==> src/rtl/eustc_pkg.sv <==
// eustc_pkg: constants and helpers for the eu summer time correction unit
`default_nettype none

package eustc_pkg;

  localparam int unsigned TIME_W   = 32;
  localparam int unsigned OFFS_W   = 16;
  localparam int unsigned CFG_IDX_W = 2;

  typedef logic [CFG_IDX_W-1:0] cfg_idx_t;

  localparam cfg_idx_t REG_STD_OFFSET    = 2'd0;
  localparam cfg_idx_t REG_SUMMER_OFFSET = 2'd1;

  localparam logic [OFFS_W-1:0] STD_OFFSET_RST    = 16'd3600;
  localparam logic [OFFS_W-1:0] SUMMER_OFFSET_RST = 16'd7200;

  // reciprocal constants, exact over the value ranges seen in the pipeline
  localparam logic [27:0] RECIP_675  = 28'd203613265; // shift 37
  localparam logic [16:0] RECIP_7    = 17'd74899;     // shift 19
  localparam logic [17:0] RECIP_1460 = 18'd183861;    // shift 28
  localparam logic [17:0] RECIP_365  = 18'd183861;    // shift 26

  localparam logic [16:0] SECS_PER_DAY  = 17'd86400;
  localparam logic [16:0] SECS_PER_HOUR = 17'd3600;

  localparam logic [19:0] EPOCH_DAYS  = 20'd719468;
  localparam logic [19:0] ERA4_START  = 20'd584388;
  localparam logic [19:0] ERA5_START  = 20'd730485;

  localparam logic [3:0] MONTH_MAR = 4'd3;
  localparam logic [3:0] MONTH_OCT = 4'd10;
  localparam logic [4:0] LAST_DAY0 = 5'd30;

  typedef logic [2:0] wday_t;
  localparam wday_t SUNDAY = 3'd0;

  // first day of each month in the march-based year
  function automatic logic [8:0] month_start(input logic [3:0] mp);
    logic [8:0] s;
    case (mp)
      4'd0:    s = 9'd0;
      4'd1:    s = 9'd31;
      4'd2:    s = 9'd61;
      4'd3:    s = 9'd92;
      4'd4:    s = 9'd122;
      4'd5:    s = 9'd153;
      4'd6:    s = 9'd184;
      4'd7:    s = 9'd214;
      4'd8:    s = 9'd245;
      4'd9:    s = 9'd275;
      4'd10:   s = 9'd306;
      4'd11:   s = 9'd337;
      default: s = 9'd0;
    endcase
    return s;
  endfunction

endpackage

`default_nettype wire

==> src/rtl/eu_summer_time_correction_unit.sv <==
// eu_summer_time_correction_unit: utc epoch seconds to local seconds with eu summer time
// throughput: one transaction per cycle while out_ready does not stall, seven register stages with valid bits
// each stage holds its transaction under back-pressure and fills bubbles
// reset: synchronous active-low rst_n clears all valid bits
// reset: offsets return to 3600 s standard and 7200 s summer
`default_nettype none

module eu_summer_time_correction_unit (
  input  wire logic                          clk,
  input  wire logic                          rst_n,
  input  wire logic                          in_valid,
  output logic                               in_ready,
  input  wire logic [eustc_pkg::TIME_W-1:0]  in_utc_seconds,
  output logic                               out_valid,
  input  wire logic                          out_ready,
  output logic [eustc_pkg::TIME_W-1:0]       out_local_seconds,
  output logic                               out_summer_active,
  input  wire logic                          cfg_we,
  input  wire eustc_pkg::cfg_idx_t           cfg_index,
  input  wire logic [eustc_pkg::OFFS_W-1:0]  cfg_data
);

  logic [eustc_pkg::OFFS_W-1:0] std_off_r, sum_off_r;

  always_ff @(posedge clk) begin
    if (!rst_n) begin
      std_off_r <= eustc_pkg::STD_OFFSET_RST;
      sum_off_r <= eustc_pkg::SUMMER_OFFSET_RST;
    end else if (cfg_we) begin
      if (cfg_index == eustc_pkg::REG_STD_OFFSET) std_off_r <= cfg_data;
      if (cfg_index == eustc_pkg::REG_SUMMER_OFFSET) sum_off_r <= cfg_data;
    end
  end

  // stage valids and advance chain
  logic s1_v_r, s2_v_r, s3_v_r, s4_v_r, s5_v_r, s6_v_r, out_v_r;
  logic adv1, adv2, adv3, adv4, adv5, adv6, adv7;

  assign adv7 = !out_v_r || out_ready;
  assign adv6 = !s6_v_r || adv7;
  assign adv5 = !s5_v_r || adv6;
  assign adv4 = !s4_v_r || adv5;
  assign adv3 = !s3_v_r || adv4;
  assign adv2 = !s2_v_r || adv3;
  assign adv1 = !s1_v_r || adv2;

  assign in_ready  = adv1;
  assign out_valid = out_v_r;

  always_ff @(posedge clk) begin
    if (!rst_n) begin
      s1_v_r  <= 1'b0;
      s2_v_r  <= 1'b0;
      s3_v_r  <= 1'b0;
      s4_v_r  <= 1'b0;
      s5_v_r  <= 1'b0;
      s6_v_r  <= 1'b0;
      out_v_r <= 1'b0;
    end else begin
      if (adv1) s1_v_r  <= in_valid;
      if (adv2) s2_v_r  <= s1_v_r;
      if (adv3) s3_v_r  <= s2_v_r;
      if (adv4) s4_v_r  <= s3_v_r;
      if (adv5) s5_v_r  <= s4_v_r;
      if (adv6) s6_v_r  <= s5_v_r;
      if (adv7) out_v_r <= s6_v_r;
    end
  end

  // stage 1: day count
  logic [52:0] s1_prod;
  logic [15:0] s1_days_nxt;
  logic [31:0] s1_t_r;
  logic [15:0] s1_days_r;

  assign s1_prod     = 53'(in_utc_seconds[31:7]) * 53'(eustc_pkg::RECIP_675);
  assign s1_days_nxt = s1_prod[52:37];

  always_ff @(posedge clk) begin
    if (adv1) begin
      s1_t_r    <= in_utc_seconds;
      s1_days_r <= s1_days_nxt;
    end
  end

  // stage 2: hour flag, weekday quotient, day of era
  logic [32:0] s2_dsec;
  logic [32:0] s2_sod_full;
  logic [15:0] s2_x;
  logic [32:0] s2_wprod;
  logic [19:0] s2_z;
  logic [19:0] s2_doe_full;
  logic [31:0] s2_t_r;
  logic        s2_hflag_r;
  logic [15:0] s2_x_r;
  logic [12:0] s2_wq_r;
  logic [17:0] s2_doe_r;

  assign s2_dsec     = 33'(s1_days_r) * 33'(eustc_pkg::SECS_PER_DAY);
  assign s2_sod_full = {1'b0, s1_t_r} - s2_dsec;
  assign s2_x        = s1_days_r + 16'd4;
  assign s2_wprod    = 33'(s2_x) * 33'(eustc_pkg::RECIP_7);
  assign s2_z        = 20'(s1_days_r) + eustc_pkg::EPOCH_DAYS;
  assign s2_doe_full = (s2_z >= eustc_pkg::ERA5_START) ? s2_z - eustc_pkg::ERA5_START
                                                       : s2_z - eustc_pkg::ERA4_START;

  always_ff @(posedge clk) begin
    if (adv2) begin
      s2_t_r     <= s1_t_r;
      s2_hflag_r <= (s2_sod_full[16:0] >= eustc_pkg::SECS_PER_HOUR);
      s2_x_r     <= s2_x;
      s2_wq_r    <= s2_wprod[31:19];
      s2_doe_r   <= s2_doe_full[17:0];
    end
  end

  // stage 3: weekday, corrected day of era for year split
  logic [15:0] s3_wfull;
  logic [35:0] s3_cprod;
  logic [6:0]  s3_c1460;
  logic [2:0]  s3_c36524;
  logic        s3_c146096;
  logic [17:0] s3_n_nxt;
  logic [31:0] s3_t_r;
  logic        s3_hflag_r;
  eustc_pkg::wday_t s3_wday_r;
  logic [17:0] s3_doe_r;
  logic [17:0] s3_n_r;

  assign s3_wfull   = s2_x_r - 16'({s2_wq_r, 3'b000} - 16'(s2_wq_r));
  assign s3_cprod   = 36'(s2_doe_r) * 36'(eustc_pkg::RECIP_1460);
  assign s3_c1460   = s3_cprod[34:28];
  assign s3_c36524  = 3'(s2_doe_r >= 18'd36524) + 3'(s2_doe_r >= 18'd73048)
                    + 3'(s2_doe_r >= 18'd109572) + 3'(s2_doe_r >= 18'd146096);
  assign s3_c146096 = (s2_doe_r == 18'd146096);
  assign s3_n_nxt   = s2_doe_r - 18'(s3_c1460) + 18'(s3_c36524) - 18'(s3_c146096);

  always_ff @(posedge clk) begin
    if (adv3) begin
      s3_t_r     <= s2_t_r;
      s3_hflag_r <= s2_hflag_r;
      s3_wday_r  <= s3_wfull[2:0];
      s3_doe_r   <= s2_doe_r;
      s3_n_r     <= s3_n_nxt;
    end
  end

  // stage 4: year of era
  logic [35:0] s4_yprod;
  logic [31:0] s4_t_r;
  logic        s4_hflag_r;
  eustc_pkg::wday_t s4_wday_r;
  logic [17:0] s4_doe_r;
  logic [8:0]  s4_yoe_r;

  assign s4_yprod = 36'(s3_n_r) * 36'(eustc_pkg::RECIP_365);

  always_ff @(posedge clk) begin
    if (adv4) begin
      s4_t_r     <= s3_t_r;
      s4_hflag_r <= s3_hflag_r;
      s4_wday_r  <= s3_wday_r;
      s4_doe_r   <= s3_doe_r;
      s4_yoe_r   <= s4_yprod[34:26];
    end
  end

  // stage 5: day of year
  logic [17:0] s5_ydays;
  logic [1:0]  s5_c100;
  logic [17:0] s5_doy_full;
  logic [31:0] s5_t_r;
  logic        s5_hflag_r;
  eustc_pkg::wday_t s5_wday_r;
  logic [8:0]  s5_doy_r;

  assign s5_c100     = 2'(s4_yoe_r >= 9'd100) + 2'(s4_yoe_r >= 9'd200)
                     + 2'(s4_yoe_r >= 9'd300);
  assign s5_ydays    = 18'(s4_yoe_r) * 18'd365 + 18'(s4_yoe_r[8:2]) - 18'(s5_c100);
  assign s5_doy_full = s4_doe_r - s5_ydays;

  always_ff @(posedge clk) begin
    if (adv5) begin
      s5_t_r     <= s4_t_r;
      s5_hflag_r <= s4_hflag_r;
      s5_wday_r  <= s4_wday_r;
      s5_doy_r   <= s5_doy_full[8:0];
    end
  end

  // stage 6: month and day of month
  logic [3:0]  s6_mp;
  logic [8:0]  s6_dom0;
  logic [3:0]  s6_month_nxt;
  logic [31:0] s6_t_r;
  logic        s6_hflag_r;
  eustc_pkg::wday_t s6_wday_r;
  logic [3:0]  s6_month_r;
  logic [4:0]  s6_day0_r;

  always_comb begin
    s6_mp = 4'd0;
    for (int i = 1; i < 12; i++) begin
      if (s5_doy_r >= eustc_pkg::month_start(4'(i))) s6_mp = s6_mp + 4'd1;
    end
  end

  assign s6_dom0      = s5_doy_r - eustc_pkg::month_start(s6_mp);
  assign s6_month_nxt = (s6_mp < 4'd10) ? s6_mp + 4'd3 : s6_mp - 4'd9;

  always_ff @(posedge clk) begin
    if (adv6) begin
      s6_t_r     <= s5_t_r;
      s6_hflag_r <= s5_hflag_r;
      s6_wday_r  <= s5_wday_r;
      s6_month_r <= s6_month_nxt;
      s6_day0_r  <= s6_dom0[4:0];
    end
  end

  // stage 7: switch decision and offset add
  logic [5:0]  s7_next_sun;
  logic        s7_after;
  logic        s7_summer;
  logic [31:0] s7_local;
  logic [31:0] out_local_r;
  logic        out_summer_r;

  assign s7_next_sun = 6'(s6_day0_r) + 6'(3'd7 - s6_wday_r);

  always_comb begin
    if (s7_next_sun <= 6'(eustc_pkg::LAST_DAY0)) begin
      s7_after = 1'b0;
    end else if (s6_wday_r == eustc_pkg::SUNDAY) begin
      s7_after = s6_hflag_r;
    end else begin
      s7_after = 1'b1;
    end
    if (s6_month_r > eustc_pkg::MONTH_MAR && s6_month_r < eustc_pkg::MONTH_OCT) begin
      s7_summer = 1'b1;
    end else if (s6_month_r < eustc_pkg::MONTH_MAR || s6_month_r > eustc_pkg::MONTH_OCT) begin
      s7_summer = 1'b0;
    end else if (s6_month_r == eustc_pkg::MONTH_MAR) begin
      s7_summer = s7_after;
    end else begin
      s7_summer = !s7_after;
    end
  end

  assign s7_local = s6_t_r + 32'(s7_summer ? sum_off_r : std_off_r);

  always_ff @(posedge clk) begin
    if (adv7) begin
      out_local_r  <= s7_local;
      out_summer_r <= s7_summer;
    end
  end

  assign out_local_seconds = out_local_r;
  assign out_summer_active = out_summer_r;

  // checks
  a_accept_fills_s1: assert property (@(posedge clk) disable iff (!rst_n)
    in_valid && in_ready |=> s1_v_r)
    else $error("accepted transaction did not reach stage 1");

  a_wday_range: assert property (@(posedge clk) disable iff (!rst_n)
    s3_v_r |-> s3_wday_r <= 3'd6)
    else $error("weekday out of range");

  a_date_range: assert property (@(posedge clk) disable iff (!rst_n)
    s6_v_r |-> (s6_month_r >= 4'd1 && s6_month_r <= 4'd12))
    else $error("month out of range");

  a_s1_hold: assert property (@(posedge clk) disable iff (!rst_n)
    s1_v_r && !adv2 |=> s1_v_r && $stable(s1_t_r) && $stable(s1_days_r))
    else $error("stalled stage 1 lost its transaction");

endmodule

`default_nettype wire

==> config.mk <==
export PLATFORM = sky130hd
export DESIGN_NAME = eu_summer_time_correction_unit
export DESIGN_NICKNAME = d
export VERILOG_FILES = /design/src/rtl/eustc_pkg.sv /design/src/rtl/eu_summer_time_correction_unit.sv
export SDC_FILE = /design/constraint.sdc
export NUM_CORES = 2
export LEC_CHECK = 0
export BUFFER_PORTS_ARGS = -buffer_cell sky130_fd_sc_hd__buf_2
export CORE_ASPECT_RATIO = 0.5
export CORE_MARGIN = 4
export CORE_UTILIZATION = 35
export DETAILED_ROUTE_END_ITERATION = 7
export PLACE_DENSITY_LB_ADDON = 0.25
export SLEW_MARGIN = 20
export SYNTH_ARGS = -nofsm -noshare
export SYNTH_HDL_FRONTEND = slang
export SYNTH_SLANG_ARGS = --single-unit
==> constraint.sdc <==
create_clock -name clk -period 9.35 [get_ports clk]
set_clock_uncertainty 0.1 [all_clocks]
set_input_delay 1.4025 -clock clk [delete_from_list [all_inputs] [get_ports clk]]
set_output_delay 1.4025 -clock clk [all_outputs]
set_load 0.02 [all_outputs]
==> results.ini <==
[critical_path]
cpMaxStageDelayCell = fa_1
arrival_ns = 9.13
path_buf_inv = 7
critPathKind = reg -> reg
startpoint = s2_doe_r[5]
worstPathRequired_ns = 9.55
crit_fanout = 4
start_kind = flop
r2r_start = s2_doe_r[5]
crit_top_cell = fa_1
slowest_delay_ns = 0.57
end_kind = flop
crit_family = adder cells

[timing]
max-slew-margin-rel = 0.300
slew_viol_final = 0
period_needed_ns = 8.93
max_freq_mhz = 112
fin_hold_ws_ns = 0.311
hold_viol_final = 0
tightest_slew_ns = 1.05
postLayoutSetupSlackWorst_ns = 0.419
setup_violations = 0
min_period_over_period = 0.955
rsz0062_at_grt = true

[synth]
synth_ff_type = edfxtp_1
syn_inst = 3701
synth-seq-cells = 384
synth_edf_count = 345
synthesis.area_um2 = 41500
syn-num-nets = 5078
avgSynthCellArea_um2 = 11.2
yosysWarningCount = 0
yosysSeqAreaShare = 0.268
synth_async_sr_flop_share = 0
netlist-cell-type-count = 83

[status]
status = completed

[global_route]
antenna_found_initial = 0
grt_pass1_vias = 27521
grt_pass1_wl_um = 144000
met2_usage = 0.253
grt.met1_usage = 0.192
top_usage_layer = met2
grt_max_degree = 64
grt_usage = 0.144
grtUsageMet3 = 0.0143
grt_remaining_overflow = 0

[die]
start_util = 0.352
core_um2 = 118000
placementRows = 89
dieArea_um2 = 125000
ios = 90
die_y_um = 252
fp.dieW_um = 495

[clocking]
clk_pin_slew_ns = 0.06
tritoncts = yes
htree_levels = 2
cts_buffer_depth = 3
insertion_delay_ns = 0.57
clock_sinks = 384
cts_inserted_buffers = 41
root_buffer = clkbuf_16

[flow_run]
maxCapViolations = 0

[placed_design]
place_ws_ns = 0.0877
portBuffers = 89
dp_hpwl_um = 72500
gp_congestion = 0.878

[routing]
totalWireLength_um = 86100
avgViaCountPerCell = 4.58
drt-initial-drc-count = 940
wl_per_cell_um = 15.7
vias = 25097
antenna_left = 0
dr.pass1.iters = 5
drc_errors = 0

[final_layout]
nNetsFinal = 5237
utilization = 0.387
final_common_cell = inv_1
drive_gt1_frac = 0.0637
antennaDiodeCount = 0
synthToLayoutAreaGrowth_pct = 9.92
layout_common_cells = inv_1 (894), ha_1 (838), fa_1 (484), edfxtp_1 (345), nand2_1 (209)

[hold_path]
min-delay-start = s3_t_r[12]
hp-class = reg -> reg

==> final timing paths <==
kind,endpoint,slack [ns],cells after the start
worst min register to register,s4_t_r[12],0.31,0
worst max register to register,s3_n_r[16],0.42,37
worst max-delay path,s3_n_r[16],0.42,37
worst min-delay path,s4_t_r[12],0.31,0
==> cells by family after synthesis <==
group	Yosys count	share of synthesized area
XOR/XNOR	204	0.0435
multiplexers	13	0.00331
flip-flops	384	0.268
AND/OR/NAND/NOR	472	0.0540
AO/OA/AOI/OAI	374	0.0596
adder cells (fa/ha/maj)	1322	0.486
buffers and inverters	932	0.0853
==> metal layers <==
metal  vias to the layer above  wire [um]
met5                         -          0
met4                         0       1960
met3                        98       1960
met2                       260      42400
met1                     12358      39800
li1                      12381          -
==> sequential cells by signal (all words and copies together) (netlist names), 16 cells and up <==
signal,flops
sum_off_r,16
s2_t_r,32
std_off_r,16
s3_n_r,18
s3_t_r,32
s1_t_r,32
s2_doe_r,18
s4_t_r,32
out_local_seconds,32
s6_t_r,32
s5_t_r,32
s1_days_r,16
==> stage by stage <==
step,cell area (um2),cells,TNS (ns)
after floorplan,41500,3701,0
after global placement,44200,5399,0
after detailed placement,44200,5399,0
after CTS,45500,5473,0
after global routing,45600,5483,-0.173
final,45600,5483,0
==> synthesized netlist by cell type, types with 6 or more instances <==
library cell	count	area (um2)
mux2i_1	9	90.1
nand2_1	212	796
a21oi_1	116	581
a31oi_1	12	75.1
nor2_1	58	218
inv_1	897	3370
edfxtp_1	345	10400
a41oi_1	6	52.6
a211oi_1	12	90.1
nor2b_1	19	119
and2_1	9	56.3
and3_1	12	75.1
ha_1	838	10500
nand3_1	57	285
o211ai_1	8	60.1
a21o_1	48	360
o22ai_1	7	43.8
buf_2	9	45.0
nor3_1	19	95.1
nand2b_1	12	75.1
xor2_1	53	464
o31ai_1	8	60.1
o21a_1	12	90.1
fa_1	484	9690
clkbuf_1	19	71.3
nand4_1	25	156
o21ai_0	53	265
xnor2_1	149	1310
nand3b_1	9	67.6
a21boi_0	32	240
dfxtp_1	39	781
o21bai_1	20	150
or2_2	7	43.8
or3_1	8	50.1
==> worst reg2reg max path, delay by kind of cell (launching register included) <==
kind / cells / cell delay (ns)
compound gates: 13 / 2.07
xor+xnor: 2 / 0.23
fa+ha+maj: 11 / 4.75
buf+inv: 7 / 0.56
flops: 1 / 0.38
simple gates: 4 / 0.57
==> what timing repair did <==
item / CTS / global route
setup endpoints to repair: 0 / 7
gates resized for setup: 0 / 17
buffers inserted: 0 / 10
hold buffers: 0 / 0
==> cell type report <==
type	count	area, um2
flip-flops and latches	384	11100
fillers	11478	72200
repair buffers	150	907
clock inverters	23	241
well taps	1592	1990
inverters	898	3370
clock buffers	51	1060
multi-input cells	2385	26900
Power is not shown: default switching activity piles up to over one toggle a cycle in this logic, so the estimate is an artifact.
